[src/sv/rcps_pkg.sv]
// shared constants, register codes and types for the rc pwm capture scaler
`default_nettype none

package rcps_pkg;

   localparam int CAL_BITS         = 17;
   localparam int SPAN_BITS        = 16;
   localparam int TICK_BITS        = 32;
   localparam int VAL_BITS         = 16;
   localparam int CSR_IDX_BITS     = 3;
   localparam int CSR_DATA_BITS    = 32;
   localparam int DEF_NUM_CHANNELS = 2;
   localparam int DEF_STAMP_BITS   = 16;

   localparam logic [CSR_IDX_BITS-1:0] REG_THR_MIN = CSR_IDX_BITS'(0);
   localparam logic [CSR_IDX_BITS-1:0] REG_THR_MAX = CSR_IDX_BITS'(1);
   localparam logic [CSR_IDX_BITS-1:0] REG_STE_MIN = CSR_IDX_BITS'(2);
   localparam logic [CSR_IDX_BITS-1:0] REG_STE_MAX = CSR_IDX_BITS'(3);
   localparam logic [CSR_IDX_BITS-1:0] REG_SPAN    = CSR_IDX_BITS'(4);
   localparam logic [CSR_IDX_BITS-1:0] REG_TIMEOUT = CSR_IDX_BITS'(5);

   localparam logic [CAL_BITS-1:0]  RST_THR_MIN = CAL_BITS'(858);
   localparam logic [CAL_BITS-1:0]  RST_THR_MAX = CAL_BITS'(2062);
   localparam logic [CAL_BITS-1:0]  RST_STE_MIN = CAL_BITS'(948);
   localparam logic [CAL_BITS-1:0]  RST_STE_MAX = CAL_BITS'(2152);
   localparam logic [SPAN_BITS-1:0] RST_SPAN    = SPAN_BITS'(1000);
   localparam logic [TICK_BITS-1:0] RST_TIMEOUT = TICK_BITS'(100);

   localparam logic [VAL_BITS-1:0] SAT_VALUE = '1;
   localparam logic [VAL_BITS-1:0] IDLE_LOW  = VAL_BITS'(495);
   localparam logic [VAL_BITS-1:0] IDLE_HIGH = VAL_BITS'(505);

   localparam logic OP_EDGE  = 1'b0;
   localparam logic OP_READ  = 1'b1;
   localparam logic CHAN_THR = 1'b0;
   localparam logic CHAN_STE = 1'b1;

   typedef struct packed {
      logic [CAL_BITS-1:0]  lo;
      logic [CAL_BITS-1:0]  hi;
      logic [SPAN_BITS-1:0] span;
      logic [TICK_BITS-1:0] timeout;
   } cal_type;

   typedef struct packed {
      logic                done;
      logic [VAL_BITS-1:0] value;
   } scale_rsp_type;

endpackage

`default_nettype wire

[src/sv/rcps_capture.sv]
// per-channel edge phase machines with stored pulse widths and pulse ticks
`default_nettype none

module rcps_capture
   import rcps_pkg::*;
#(
   parameter int NUM_CHANNELS = DEF_NUM_CHANNELS,
   parameter int STAMP_BITS   = DEF_STAMP_BITS,
   localparam int WIDTH_BITS  = STAMP_BITS + 1,
   localparam int CH_BITS     = (NUM_CHANNELS > 1) ? $clog2(NUM_CHANNELS) : 1
) (
   input  logic                  clock,
   input  logic                  reset,
   input  logic                  ev_valid,
   input  logic                  ev_chan,
   input  logic                  ev_level,
   input  logic [STAMP_BITS-1:0] ev_stamp,
   input  logic [TICK_BITS-1:0]  ev_tick,
   input  logic                  rd_chan,
   output logic [WIDTH_BITS-1:0] rd_width,
   output logic [TICK_BITS-1:0]  rd_tick
);

   logic [NUM_CHANNELS-1:0] armed_ff, armed_in;
   logic [STAMP_BITS-1:0]   rise_ff  [NUM_CHANNELS];
   logic [STAMP_BITS-1:0]   rise_in  [NUM_CHANNELS];
   logic [WIDTH_BITS-1:0]   width_ff [NUM_CHANNELS];
   logic [WIDTH_BITS-1:0]   width_in [NUM_CHANNELS];
   logic [TICK_BITS-1:0]    tick_ff  [NUM_CHANNELS];
   logic [TICK_BITS-1:0]    tick_in  [NUM_CHANNELS];
   logic [CH_BITS-1:0]      ev_idx, rd_idx;

   assign ev_idx = CH_BITS'(ev_chan);
   assign rd_idx = CH_BITS'(rd_chan);

   always_comb begin
      armed_in = armed_ff;
      for (int k = 0; k < NUM_CHANNELS; k++) begin
         rise_in[k]  = rise_ff[k];
         width_in[k] = width_ff[k];
         tick_in[k]  = tick_ff[k];
         if (ev_valid && (ev_idx == CH_BITS'(k))) begin
            priority if (ev_level && !armed_ff[k]) begin
               rise_in[k]  = ev_stamp;
               armed_in[k] = 1'b1;
            end else if (!ev_level && armed_ff[k]) begin
               width_in[k] = {ev_stamp - rise_ff[k], 1'b0};
               tick_in[k]  = ev_tick;
               armed_in[k] = 1'b0;
            end else begin
               armed_in[k] = 1'b0;
            end
         end
      end
   end

   // channels that do not exist read as no pulse
   always_comb begin
      rd_width = '0;
      rd_tick  = '0;
      for (int k = 0; k < NUM_CHANNELS; k++) begin
         if (rd_idx == CH_BITS'(k)) begin
            rd_width = width_ff[k];
            rd_tick  = tick_ff[k];
         end
      end
   end

   always_ff @(posedge clock) begin
      if (reset) begin
         armed_ff <= '0;
         for (int k = 0; k < NUM_CHANNELS; k++) begin
            rise_ff[k]  <= '0;
            width_ff[k] <= '0;
            tick_ff[k]  <= '0;
         end
      end else begin
         armed_ff <= armed_in;
         for (int k = 0; k < NUM_CHANNELS; k++) begin
            rise_ff[k]  <= rise_in[k];
            width_ff[k] <= width_in[k];
            tick_ff[k]  <= tick_in[k];
         end
      end
   end

endmodule

`default_nettype wire

[src/sv/rcps_scale.sv]
// shared scaling unit: validity checks, one multiply, then a bit-serial restoring divider
`default_nettype none

module rcps_scale
   import rcps_pkg::*;
#(
   parameter int STAMP_BITS  = DEF_STAMP_BITS,
   localparam int WIDTH_BITS = STAMP_BITS + 1,
   localparam int XW         = (WIDTH_BITS > CAL_BITS) ? WIDTH_BITS : CAL_BITS,
   localparam int PW         = XW + VAL_BITS,
   localparam int CNT_BITS   = $clog2(VAL_BITS)
) (
   input  logic                  clock,
   input  logic                  reset,
   input  logic                  start,
   input  cal_type               cal,
   input  logic [WIDTH_BITS-1:0] width,
   input  logic [TICK_BITS-1:0]  tick,
   input  logic [TICK_BITS-1:0]  now,
   output scale_rsp_type         rsp
);

   localparam logic [2:0] S_IDLE = 3'd0;
   localparam logic [2:0] S_MUL  = 3'd1;
   localparam logic [2:0] S_CHK  = 3'd2;
   localparam logic [2:0] S_DIV  = 3'd3;
   localparam logic [2:0] S_DONE = 3'd4;

   logic [2:0]          state_ff, state_in;
   logic                zero_ff, zero_in;
   logic [XW-1:0]       diff_ff, diff_in;
   logic [CAL_BITS-1:0] div_ff, div_in;
   logic [PW-1:0]       prod_ff, prod_in;
   logic [CAL_BITS-1:0] rem_ff, rem_in;
   logic [VAL_BITS-1:0] lq_ff, lq_in;
   logic [CNT_BITS-1:0] cnt_ff, cnt_in;
   logic [VAL_BITS-1:0] val_ff, val_in;

   logic [XW-1:0]         w_x, lo_x, hi_part;
   logic [TICK_BITS-1:0]  age;
   logic [CAL_BITS:0]     trial, div_x;
   logic                  take;

   assign w_x     = XW'(width);
   assign lo_x    = XW'(cal.lo);
   assign age     = now - tick;
   assign hi_part = prod_ff[PW-1:VAL_BITS];
   assign trial   = {rem_ff, lq_ff[VAL_BITS-1]};
   assign div_x   = {1'b0, div_ff};
   assign take    = (trial >= div_x);

   always_comb begin
      state_in = state_ff;
      zero_in  = zero_ff;
      diff_in  = diff_ff;
      div_in   = div_ff;
      prod_in  = prod_ff;
      rem_in   = rem_ff;
      lq_in    = lq_ff;
      cnt_in   = cnt_ff;
      val_in   = val_ff;
      unique case (state_ff)
         S_IDLE: begin
            if (start) begin
               zero_in  = (width == '0) || (age > cal.timeout) ||
                          (cal.hi <= cal.lo) || (w_x < lo_x);
               diff_in  = w_x - lo_x;
               div_in   = cal.hi - cal.lo;
               state_in = S_MUL;
            end
         end
         S_MUL: begin
            prod_in  = PW'(diff_ff) * PW'(cal.span);
            state_in = S_CHK;
         end
         S_CHK: begin
            priority if (zero_ff) begin
               val_in   = '0;
               state_in = S_DONE;
            end else if (hi_part >= XW'(div_ff)) begin
               val_in   = SAT_VALUE;
               state_in = S_DONE;
            end else begin
               rem_in   = hi_part[CAL_BITS-1:0];
               lq_in    = prod_ff[VAL_BITS-1:0];
               cnt_in   = '0;
               state_in = S_DIV;
            end
         end
         S_DIV: begin
            rem_in = take ? CAL_BITS'(trial - div_x) : trial[CAL_BITS-1:0];
            lq_in  = {lq_ff[VAL_BITS-2:0], take};
            cnt_in = cnt_ff + CNT_BITS'(1);
            if (cnt_ff == CNT_BITS'(VAL_BITS - 1)) begin
               val_in   = lq_in;
               state_in = S_DONE;
            end
         end
         S_DONE: begin
            state_in = S_IDLE;
         end
         default: begin
            state_in = S_IDLE;
         end
      endcase
   end

   assign rsp.done  = (state_ff == S_DONE);
   assign rsp.value = val_ff;

   always_ff @(posedge clock) begin
      if (reset) begin
         state_ff <= S_IDLE;
      end else begin
         state_ff <= state_in;
      end
      zero_ff <= zero_in;
      diff_ff <= diff_in;
      div_ff  <= div_in;
      prod_ff <= prod_in;
      rem_ff  <= rem_in;
      lq_ff   <= lq_in;
      cnt_ff  <= cnt_in;
      val_ff  <= val_in;
   end

endmodule

`default_nettype wire

[src/sv/rc_pwm_capture_scaler.sv]
// top level: rc pwm pulse capture with calibrated scaling of throttle and steering
// an edge word is taken and req_ready stays high
// a read word scales throttle, then steering, through the shared 16-step divider and then gives
// rsp_valid; a channel that reads zero or saturates skips the divider
// req_ready is low from a read until its result is loaded, so reads do not overlap
// synchronous reset clears the phase machines, widths, ticks and restores register defaults
`default_nettype none

module rc_pwm_capture_scaler
   import rcps_pkg::*;
#(
   parameter int NUM_CHANNELS = DEF_NUM_CHANNELS,
   parameter int STAMP_BITS   = DEF_STAMP_BITS,
   localparam int WIDTH_BITS  = STAMP_BITS + 1
) (
   input  logic                     clock,
   input  logic                     reset,
   input  logic                     req_valid,
   output logic                     req_ready,
   input  logic                     req_op,
   input  logic                     req_chan,
   input  logic                     req_pin_level,
   input  logic [STAMP_BITS-1:0]    req_capture_stamp,
   input  logic [TICK_BITS-1:0]     req_now_tick,
   output logic                     rsp_valid,
   input  logic                     rsp_ready,
   output logic [VAL_BITS-1:0]      rsp_throttle_value,
   output logic [VAL_BITS-1:0]      rsp_steering_value,
   output logic                     rsp_link_up,
   input  logic                     csr_valid,
   output logic                     csr_ready,
   input  logic [CSR_IDX_BITS-1:0]  csr_index,
   input  logic [CSR_DATA_BITS-1:0] csr_data
);

   localparam logic [2:0] T_IDLE     = 3'd0;
   localparam logic [2:0] T_THR_GO   = 3'd1;
   localparam logic [2:0] T_THR_WAIT = 3'd2;
   localparam logic [2:0] T_STE_GO   = 3'd3;
   localparam logic [2:0] T_STE_WAIT = 3'd4;
   localparam logic [2:0] T_OUT      = 3'd5;

   logic [2:0]           state_ff, state_in;
   logic [CAL_BITS-1:0]  thr_min_ff, thr_max_ff, ste_min_ff, ste_max_ff;
   logic [SPAN_BITS-1:0] span_ff;
   logic [TICK_BITS-1:0] timeout_ff;
   logic [TICK_BITS-1:0] now_ff, now_in;
   logic [VAL_BITS-1:0]  thr_ff, thr_in, ste_ff, ste_in;
   logic                 rsp_valid_ff, rsp_valid_in;
   logic [VAL_BITS-1:0]  rsp_thr_ff, rsp_thr_in, rsp_ste_ff, rsp_ste_in;
   logic                 rsp_link_ff, rsp_link_in;

   logic                  req_take, ev_valid, sel_chan, start;
   logic [WIDTH_BITS-1:0] sel_width;
   logic [TICK_BITS-1:0]  sel_tick;
   cal_type               cal;
   scale_rsp_type         scale_rsp;

   assign req_ready = (state_ff == T_IDLE);
   assign csr_ready = 1'b1;
   assign req_take  = req_valid && req_ready;
   assign ev_valid  = req_take && (req_op == OP_EDGE);
   assign sel_chan  = ((state_ff == T_STE_GO) || (state_ff == T_STE_WAIT)) ? CHAN_STE : CHAN_THR;
   assign start     = (state_ff == T_THR_GO) || (state_ff == T_STE_GO);

   assign cal.lo      = (sel_chan == CHAN_STE) ? ste_min_ff : thr_min_ff;
   assign cal.hi      = (sel_chan == CHAN_STE) ? ste_max_ff : thr_max_ff;
   assign cal.span    = span_ff;
   assign cal.timeout = timeout_ff;

   rcps_capture #(
      .NUM_CHANNELS (NUM_CHANNELS),
      .STAMP_BITS   (STAMP_BITS)
   ) u_capture (
      .clock    (clock),
      .reset    (reset),
      .ev_valid (ev_valid),
      .ev_chan  (req_chan),
      .ev_level (req_pin_level),
      .ev_stamp (req_capture_stamp),
      .ev_tick  (req_now_tick),
      .rd_chan  (sel_chan),
      .rd_width (sel_width),
      .rd_tick  (sel_tick)
   );

   rcps_scale #(
      .STAMP_BITS (STAMP_BITS)
   ) u_scale (
      .clock (clock),
      .reset (reset),
      .start (start),
      .cal   (cal),
      .width (sel_width),
      .tick  (sel_tick),
      .now   (now_ff),
      .rsp   (scale_rsp)
   );

   always_comb begin
      state_in     = state_ff;
      now_in       = now_ff;
      thr_in       = thr_ff;
      ste_in       = ste_ff;
      rsp_valid_in = rsp_valid_ff && !rsp_ready;
      rsp_thr_in   = rsp_thr_ff;
      rsp_ste_in   = rsp_ste_ff;
      rsp_link_in  = rsp_link_ff;
      unique case (state_ff)
         T_IDLE: begin
            if (req_take && (req_op == OP_READ)) begin
               now_in   = req_now_tick;
               state_in = T_THR_GO;
            end
         end
         T_THR_GO: begin
            state_in = T_THR_WAIT;
         end
         T_THR_WAIT: begin
            if (scale_rsp.done) begin
               thr_in   = scale_rsp.value;
               state_in = T_STE_GO;
            end
         end
         T_STE_GO: begin
            state_in = T_STE_WAIT;
         end
         T_STE_WAIT: begin
            if (scale_rsp.done) begin
               ste_in   = scale_rsp.value;
               state_in = T_OUT;
            end
         end
         T_OUT: begin
            if (!rsp_valid_ff || rsp_ready) begin
               rsp_valid_in = 1'b1;
               rsp_thr_in   = thr_ff;
               rsp_ste_in   = ste_ff;
               rsp_link_in  = !((ste_ff == '0) && (thr_ff > IDLE_LOW) && (thr_ff < IDLE_HIGH));
               state_in     = T_IDLE;
            end
         end
         default: begin
            state_in = T_IDLE;
         end
      endcase
   end

   always_ff @(posedge clock) begin
      if (reset) begin
         state_ff     <= T_IDLE;
         rsp_valid_ff <= 1'b0;
         thr_min_ff   <= RST_THR_MIN;
         thr_max_ff   <= RST_THR_MAX;
         ste_min_ff   <= RST_STE_MIN;
         ste_max_ff   <= RST_STE_MAX;
         span_ff      <= RST_SPAN;
         timeout_ff   <= RST_TIMEOUT;
      end else begin
         state_ff     <= state_in;
         rsp_valid_ff <= rsp_valid_in;
         if (csr_valid && csr_ready) begin
            unique case (csr_index)
               REG_THR_MIN: thr_min_ff <= csr_data[CAL_BITS-1:0];
               REG_THR_MAX: thr_max_ff <= csr_data[CAL_BITS-1:0];
               REG_STE_MIN: ste_min_ff <= csr_data[CAL_BITS-1:0];
               REG_STE_MAX: ste_max_ff <= csr_data[CAL_BITS-1:0];
               REG_SPAN:    span_ff    <= csr_data[SPAN_BITS-1:0];
               REG_TIMEOUT: timeout_ff <= csr_data[TICK_BITS-1:0];
               default: begin
               end
            endcase
         end
      end
      now_ff     <= now_in;
      thr_ff     <= thr_in;
      ste_ff     <= ste_in;
      rsp_thr_ff <= rsp_thr_in;
      rsp_ste_ff <= rsp_ste_in;
      rsp_link_ff <= rsp_link_in;
   end

   assign rsp_valid          = rsp_valid_ff;
   assign rsp_throttle_value = rsp_thr_ff;
   assign rsp_steering_value = rsp_ste_ff;
   assign rsp_link_up        = rsp_link_ff;

endmodule

`default_nettype wire

[config.mk]
export PLATFORM = sky130hd
export DESIGN_NAME = rc_pwm_capture_scaler
export DESIGN_NICKNAME = d
export VERILOG_FILES = /design/src/sv/rcps_pkg.sv /design/src/sv/rcps_capture.sv /design/src/sv/rcps_scale.sv /design/src/sv/rc_pwm_capture_scaler.sv
export SDC_FILE = /design/constraint.sdc
export NUM_CORES = 2
export LEC_CHECK = 0
export ABC_AREA = 0
export BUFFER_PORTS_ARGS = -buffer_cell sky130_fd_sc_hd__buf_2
export CAP_MARGIN = 20
export CORE_UTILIZATION = 57
export CTS_CLUSTER_DIAMETER = 30
export DETAILED_ROUTE_END_ITERATION = 8
export PLACE_DENSITY = 0.86
export SETUP_SLACK_MARGIN = 0.1
export SYNTH_ARGS = -nofsm -noshare
export SYNTH_HDL_FRONTEND = slang
export SYNTH_SLANG_ARGS = --single-unit
[constraint.sdc]
create_clock -name clock -period 6.4 [get_ports clock]
set_input_delay 1.28 -clock clock [delete_from_list [all_inputs] [get_ports clock]]
set_output_delay 1.28 -clock clock [all_outputs]
set_load 0.005 [all_outputs]
After elaboration in Yosys (flattened, before gate mapping):

Memory sizes are Yosys's and may differ from the RTL's.
Cells that the tools add are included.

* memories kept: 3
* register bits: 343
* ROM bits: 0
* bits in writable memories: 130
* output and inout bits: 36
* input port bits: 91
* latch bits: 0

Memories
* u_capture.tick_ff: depth 2, width 32, read ports 2, clocked after memory_dff 0, write ports 2, line rcps_capture.sv:29 `logic [TICK_BITS-1:0] tick_ff [NUM_CHANNELS];`
* u_capture.width_ff: depth 2, width 17, read ports 2, clocked after memory_dff 0, write ports 2, line rcps_capture.sv:27 `logic [WIDTH_BITS-1:0] width_ff [NUM_CHANNELS];`
* u_capture.rise_ff: depth 2, width 16, read ports 2, clocked after memory_dff 0, write ports 2, line rcps_capture.sv:25 `logic [STAMP_BITS-1:0] rise_ff [NUM_CHANNELS];`

* shifts and indexed selects: 0
* order comparisons: 7
* equality and inequality tests: 24
* add/subtract/negate cells: 7
* multiplexer cells: 58
* bitwise gates (word level): 8
* div/mod/pow operators: 0
* $mul: 1
* reductions and logical operators: 45

Operators by type and width (count)
* two-way mux 32 bit: 9
* two-way mux 17 bit: 14
* two-way mux 16 bit: 11
* one-hot mux 16 bit (2 select lines): 2
* subtractor 17 bit: 3
* one-hot mux 17 bit (2 select lines): 1
* multiplier 17 x 16 -> 33 bit: 1
* > comparator 32 bit: 1
* subtractor 16 bit: 2
* subtractor 32 bit: 1
* two-way mux 3 bit: 8
* AND reduction 2 bit: 12
* equality test 3 x 2 -> 1 bit, second input constant: 6
* >= comparator 18 x 17 -> 1 bit: 1
* one-hot mux 3 bit (6 select lines): 1
* >= comparator 17 bit: 1
* <= comparator 17 bit: 1
* zero test 17 bit: 1
* < comparator 17 bit: 1
* > comparator 16 x 9 -> 1 bit, second input constant: 1
* zero test 16 bit: 1
* < comparator 16 x 9 -> 1 bit, second input constant: 1
* equality test 3 bit, second input constant: 5
* logical AND 1 bit: 12
* other kinds (18): 53

Depth between registers and ports, before layout:

* depth after elaboration: 9
* gate-level depth with buffers: 26
* depth with buffers taken out: 24

By module:

Synthesis repeated with hierarchy kept, for this count alone.

* cells, all modules: 3574
* area total of the unflattened synthesis: 33070.5 µm²

By module, submodules not included
* rcps_scale: times used 1, cells an instance 2035, area an instance 18596.6 µm², sequential area each 3693.5 µm²
* rc_pwm_capture_scaler: times used 1, cells an instance 696, area an instance 7768.7 µm², sequential area each 5315.1 µm²
* rcps_capture: times used 1, cells an instance 843, area an instance 6705.2 µm², sequential area each 2602.5 µm²

Worst setup path before layout:

Ideal clock, no wire load.

* path type: register to register
* start point: reg span_ff[7]
* end point: reg u_scale.prod_ff[30], data pin
* buffers on the path: 3
* slack: 179 ps
* setup time: 140 ps
* cell stages (with the launch flop): 26
* data arrival time: 6081 ps
* data required time: 6260 ps
* cell sequence: dfxtp_1 clkbuf_1 clkbuf_1 nand2_1 fa_1 inv_1 fa_1 inv_1 fa_1 inv_1 fa_1 fa_1 inv_1 fa_1 inv_1 ha_1 clkbuf_1 a21oi_1 o21ai_1 a221o_1 a21oi_1 o21ai_1 a211oi_1 o21ai_0 a2111oi_0 nand4bb_1

* longest elaborated chain between the ends: 1

RTL lines
* start: declaration: line rc_pwm_capture_scaler.sv:45 `logic [SPAN_BITS-1:0] span_ff;`
* start signal: assignment: line rc_pwm_capture_scaler.sv:168 `REG_SPAN: span_ff <= csr_data[SPAN_BITS-1:0];`
* multiplier 17 x 16 -> 33 bit: line rcps_scale.sv:73 `prod_in = PW'(diff_ff) * PW'(cal.span);`
* end signal: assignment: line rcps_scale.sv:120 `prod_ff <= prod_in;`
* end: declaration: line rcps_scale.sv:33 `logic [PW-1:0] prod_ff, prod_in;`

Every way passes these cells.
A chain may end at the register's enable or synchronous reset.

Final worst setup path:

* start point: reg u_scale.diff_ff[5]
* end point: reg u_scale.prod_ff[31], data pin

* longest elaborated chain between the ends: 1

RTL lines
* start: declaration: line rcps_scale.sv:31 `logic [XW-1:0] diff_ff, diff_in;`
* start signal: assignment: line rcps_scale.sv:118 `diff_ff <= diff_in;`
* multiplier 17 x 16 -> 33 bit: line rcps_scale.sv:73

Every way passes these cells.

==> flow_summary.json <==
{
  "yosysWarningCount": 0,
  "vias": 26732,
  "drc": 0,
  "crit_required_ns": 6.74,
  "cts_tree": "done",
  "hold_buffers": 0,
  "placed_area_mm2": 0.0344,
  "layout.nets": 4348,
  "min_to": "thr_ff[8]$_DFFE_PP_",
  "postSynthAreaPerCell_um2": 9.08,
  "final_cell_area_mm2": 0.0377,
  "power_density_mw_per_mm2": 303,
  "whs_ns": 0.447,
  "synth.ff_latch_count": 471,
  "yosysTopAreaCell": "edfxtp_1",
  "antenna_found_initial": 8,
  "first_pass_iters": 6,
  "die_w_um": 242,
  "core_mm2": 0.0567,
  "start_util_pct": 58.0,
  "register_area_mm2": 0.0116,
  "die_h_um": 242,
  "r2r-end": "u_scale.prod_ff[31]$_DFFE_PP_",
  "cts_sinks": 471,
  "ctsRootBufferMaster": "clkbuf_16",
  "synth_common_cells": "nand2_1 (776), inv_1 (356), a21oi_1 (332)",
  "finalMaxSlewViolations": 0,
  "max_freq_mhz": 159,
  "clockBufferDepth": 3,
  "power.leakage_nw": 15.8,
  "cts_buffers": 86,
  "fillCellCount": 4130,
  "async_reset_ff_share_pct": 0,
  "final_layout_size_suffix_gt1_share_pct": 12.0,
  "ant_nets": 0,
  "finalClockSkew_ns": 0.0426,
  "grt_pass1_wl_um": 134000,
  "min_from": "u_scale.val_ff[8]$_DFFE_PP_",
  "synthesis.area_mm2": 0.0329,
  "reg2reg_slack_ns": 0.09,
  "drt_iter0_markers": 2512,
  "place_ws_ns": 0.00564,
  "p_total_mw": 11.4,
  "globalplace.congestion": 0.942,
  "port_buffers": 125,
  "grt_usage_pct": 28.3,
  "synthFlopType": "dfxtp_1",
  "clkTransAtPathRegs_ns": 0.06,
  "synth.distinct_cells": 80,
  "ioPinCount": 127,
  "whs_path_depth": 0,
  "die_area_mm2": 0.0586,
  "status": "finished clean",
  "grt_pass1_vias": 26607,
  "multiInputGateArea_mm2": 0.0195,
  "synth_nets": 4190,
  "routed_wl_um": 84400,
  "yosysMostFrequentCell": "nand2_1",
  "critical_path_class": "reg -> reg",
  "clock_latency_ns": 0.63,
  "tightest_slew_ns": 1.04,
  "hold_viol": 0,
  "flow.area_growth_from_synthesis_pct": 14.8,
  "wire_per_inst_um": 18.3,
  "synth_edf_count": 218,
  "ys_top_cells_by_area": "edfxtp_1 (20%), dfxtp_1 (15%), fa_1 (13%)",
  "setup_tns_ns": 0,
  "max-vdd-ir-drop_v": 0.000401,
  "cap_violations": 0,
  "layout_setup_ws_ns": 0.0928,
  "netlist_instances": 3619,
  "hp-class": "reg -> reg",
  "seq_area_frac_synth_pct": 35.3,
  "fin_crit_sh_pct": 98.5,
  "yosys.area.top_type_share_pct": 19.9,
  "overflow": 0,
  "finalSetupViolCount": 0,
  "worstSetupStartpointType": "flip-flop",
  "grt_max_degree": 90,
  "cp.arrival_ns": 6.65,
  "r2r_cells": 22,
  "period_needed_ns": 6.31,
  "grt_setup_unrepaired": "yes",
  "hpwl_um": 59400,
  "h-tree-depth": 3,
  "fp-row-count": 87,
  "slew_headroom_pct": 30.8,
  "end_kind": "flip-flop",
  "r2r_start": "u_scale.diff_ff[5]$_DFFE_PP_",
  "vias_per_cell": 5.80,
  "crit_fanout": 10
}
power by group:
group / leakage (nW) / total, mW / internal [mW] / switching, mW
clock: 1.39 / 4.53 / 2.84 / 1.69
sequential: 4.02 / 3.40 / 3.35 / 0.0473
combinational: 10.4 / 3.51 / 1.49 / 2.02
total: 15.8 / 11.4 / 7.68 / 3.75
timing repair:
action                                  CTS  global route
setup buffers                            11            13
pin swaps                                 0            16
gates resized for setup                   4            45
endpoints found under the setup margin    5             6
sequential cells by signal, indices dropped and copies added (netlist names), 16 cells and up:
register,count
u_capture.width_ff,32
u_scale.diff_ff,17
thr_ff,16
ste_ff,16
rsp_throttle_value,16
ste_min_ff,17
now_ff,32
u_scale.lq_ff,16
u_capture.tick_ff,64
ste_max_ff,17
thr_min_ff,17
u_scale.rem_ff,17
u_scale.prod_ff,33
thr_max_ff,17
u_scale.val_ff,16
rsp_steering_value,16
u_capture.rise_ff,32
u_scale.div_ff,17
span_ff,16
timeout_ff,32
cells in the final DEF, fill, tap and decap left out, types with 9 or more instances in the layout:
| master | instances |
|---|---|
| o21ai_0 | 70 |
| edfxtp_1 | 218 |
| clkbuf_16 | 88 |
| clkbuf_1 | 9 |
| nor2b_1 | 48 |
| inv_1 | 356 |
| fa_1 | 212 |
| clkinv_2 | 10 |
| o211ai_1 | 17 |
| o311a_1 | 10 |
| ha_1 | 259 |
| mux2i_1 | 62 |
| nand2b_1 | 22 |
| o21bai_1 | 12 |
| nand2_1 | 776 |
| and2_1 | 130 |
| a21o_1 | 44 |
| clkinvlp_4 | 16 |
| dfxtp_2 | 10 |
| nand4_1 | 20 |
| mux2_2 | 23 |
| xor2_1 | 29 |
| dfxtp_1 | 243 |
| xnor2_1 | 71 |
| nor4_1 | 9 |
| buf_2 | 125 |
| o21a_1 | 25 |
| and3_1 | 18 |
| a21boi_0 | 9 |
| a21oi_1 | 326 |
| nor2_1 | 102 |
| or3_1 | 18 |
| buf_4 | 90 |
| clkinv_4 | 11 |
| nand3_1 | 70 |
| nor3_1 | 62 |
| o22ai_1 | 12 |
| o21ai_1 | 20 |
| a211oi_1 | 22 |
through the flow:
stage | utilization [%] | instances
after global routing | 66.5 | 4610
after floorplan | - | 3619
after detailed placement | 60.7 | 4418
final | 66.5 | 4611
after CTS | 66.0 | 4590
after global placement | 60.6 | 4417
how the worst max path moves through the flow:
| stage | start | end | slack (ns) | cells past startpoint |
|---|---|---|---|---|
| after floorplan | span_ff[7]$_SDFFE_PP1P_ | u_scale.prod_ff[30]$_DFFE_PP_ | 0.18 | 25 |
| after global placement | u_scale.diff_ff[6]$_DFFE_PP_ | u_scale.prod_ff[30]$_DFFE_PP_ | 0.19 | 20 |
| after detailed placement | span_ff[1]$_SDFFE_PP0P_ | u_scale.prod_ff[30]$_DFFE_PP_ | 0.006 | 18 |
| after CTS | span_ff[2]$_SDFFE_PP0P_ | u_scale.prod_ff[31]$_DFFE_PP_ | 0.12 | 20 |
| after global routing | u_scale.diff_ff[8]$_DFFE_PP_ | u_scale.prod_ff[30]$_DFFE_PP_ | -0.01 | 22 |
| final | u_scale.diff_ff[5]$_DFFE_PP_ | u_scale.prod_ff[31]$_DFFE_PP_ | 0.09 | 22 |
routing by layer:
metal	track usage [%]	share of wire, %	up-vias
met1	35.0	39	12831
met5	0	0.059	-
li1	-	-	12520
met3	5.16	7.4	265
met4	12.4	4.3	8
met2	48.4	49	1108
cell type report:
cell class | instances | share of cell area, %
clock inverter | 62 | 1.80
antenna | 5 | 0.0332
multi-input combinational | 2639 | 51.6
clock buffer | 99 | 6.00
inverter | 356 | 3.54
timing repair buffer | 223 | 3.69
tap | 756 | 2.51
sequential | 471 | 30.8
cell families after synthesis:
kind of cell    count (synthesis)  share of synthesized area (%)
fa+ha+maj                     480                           23.2
simple gates                 1319                           18.1
flops                         471                           35.3
compound gates                654                           12.0
mux                            85                           2.68
buf+inv                       509                           6.02
xor+xnor                      100                           2.66
other cells                     1                         0.0114
critical path, cell delays in order (launching register included):
cell and delay [ns]:
edfxtp_1 0.46, buf_6 0.17, nand2_1 0.07, fa_1 0.49, inv_1 0.05, fa_1 0.53, inv_1 0.07, fa_1 0.54
inv_1 0.06, fa_2 0.41, fa_1 0.49, inv_1 0.05, fa_1 0.47, inv_1 0.04, ha_1 0.35, a21oi_1 0.21
o21ai_0 0.16, and4_1 0.24, a221o_1 0.34, a211oi_2 0.35, nor3b_2 0.12, a31oi_2 0.23, o311ai_0 0.13
(Power assumes the default switching activity.)
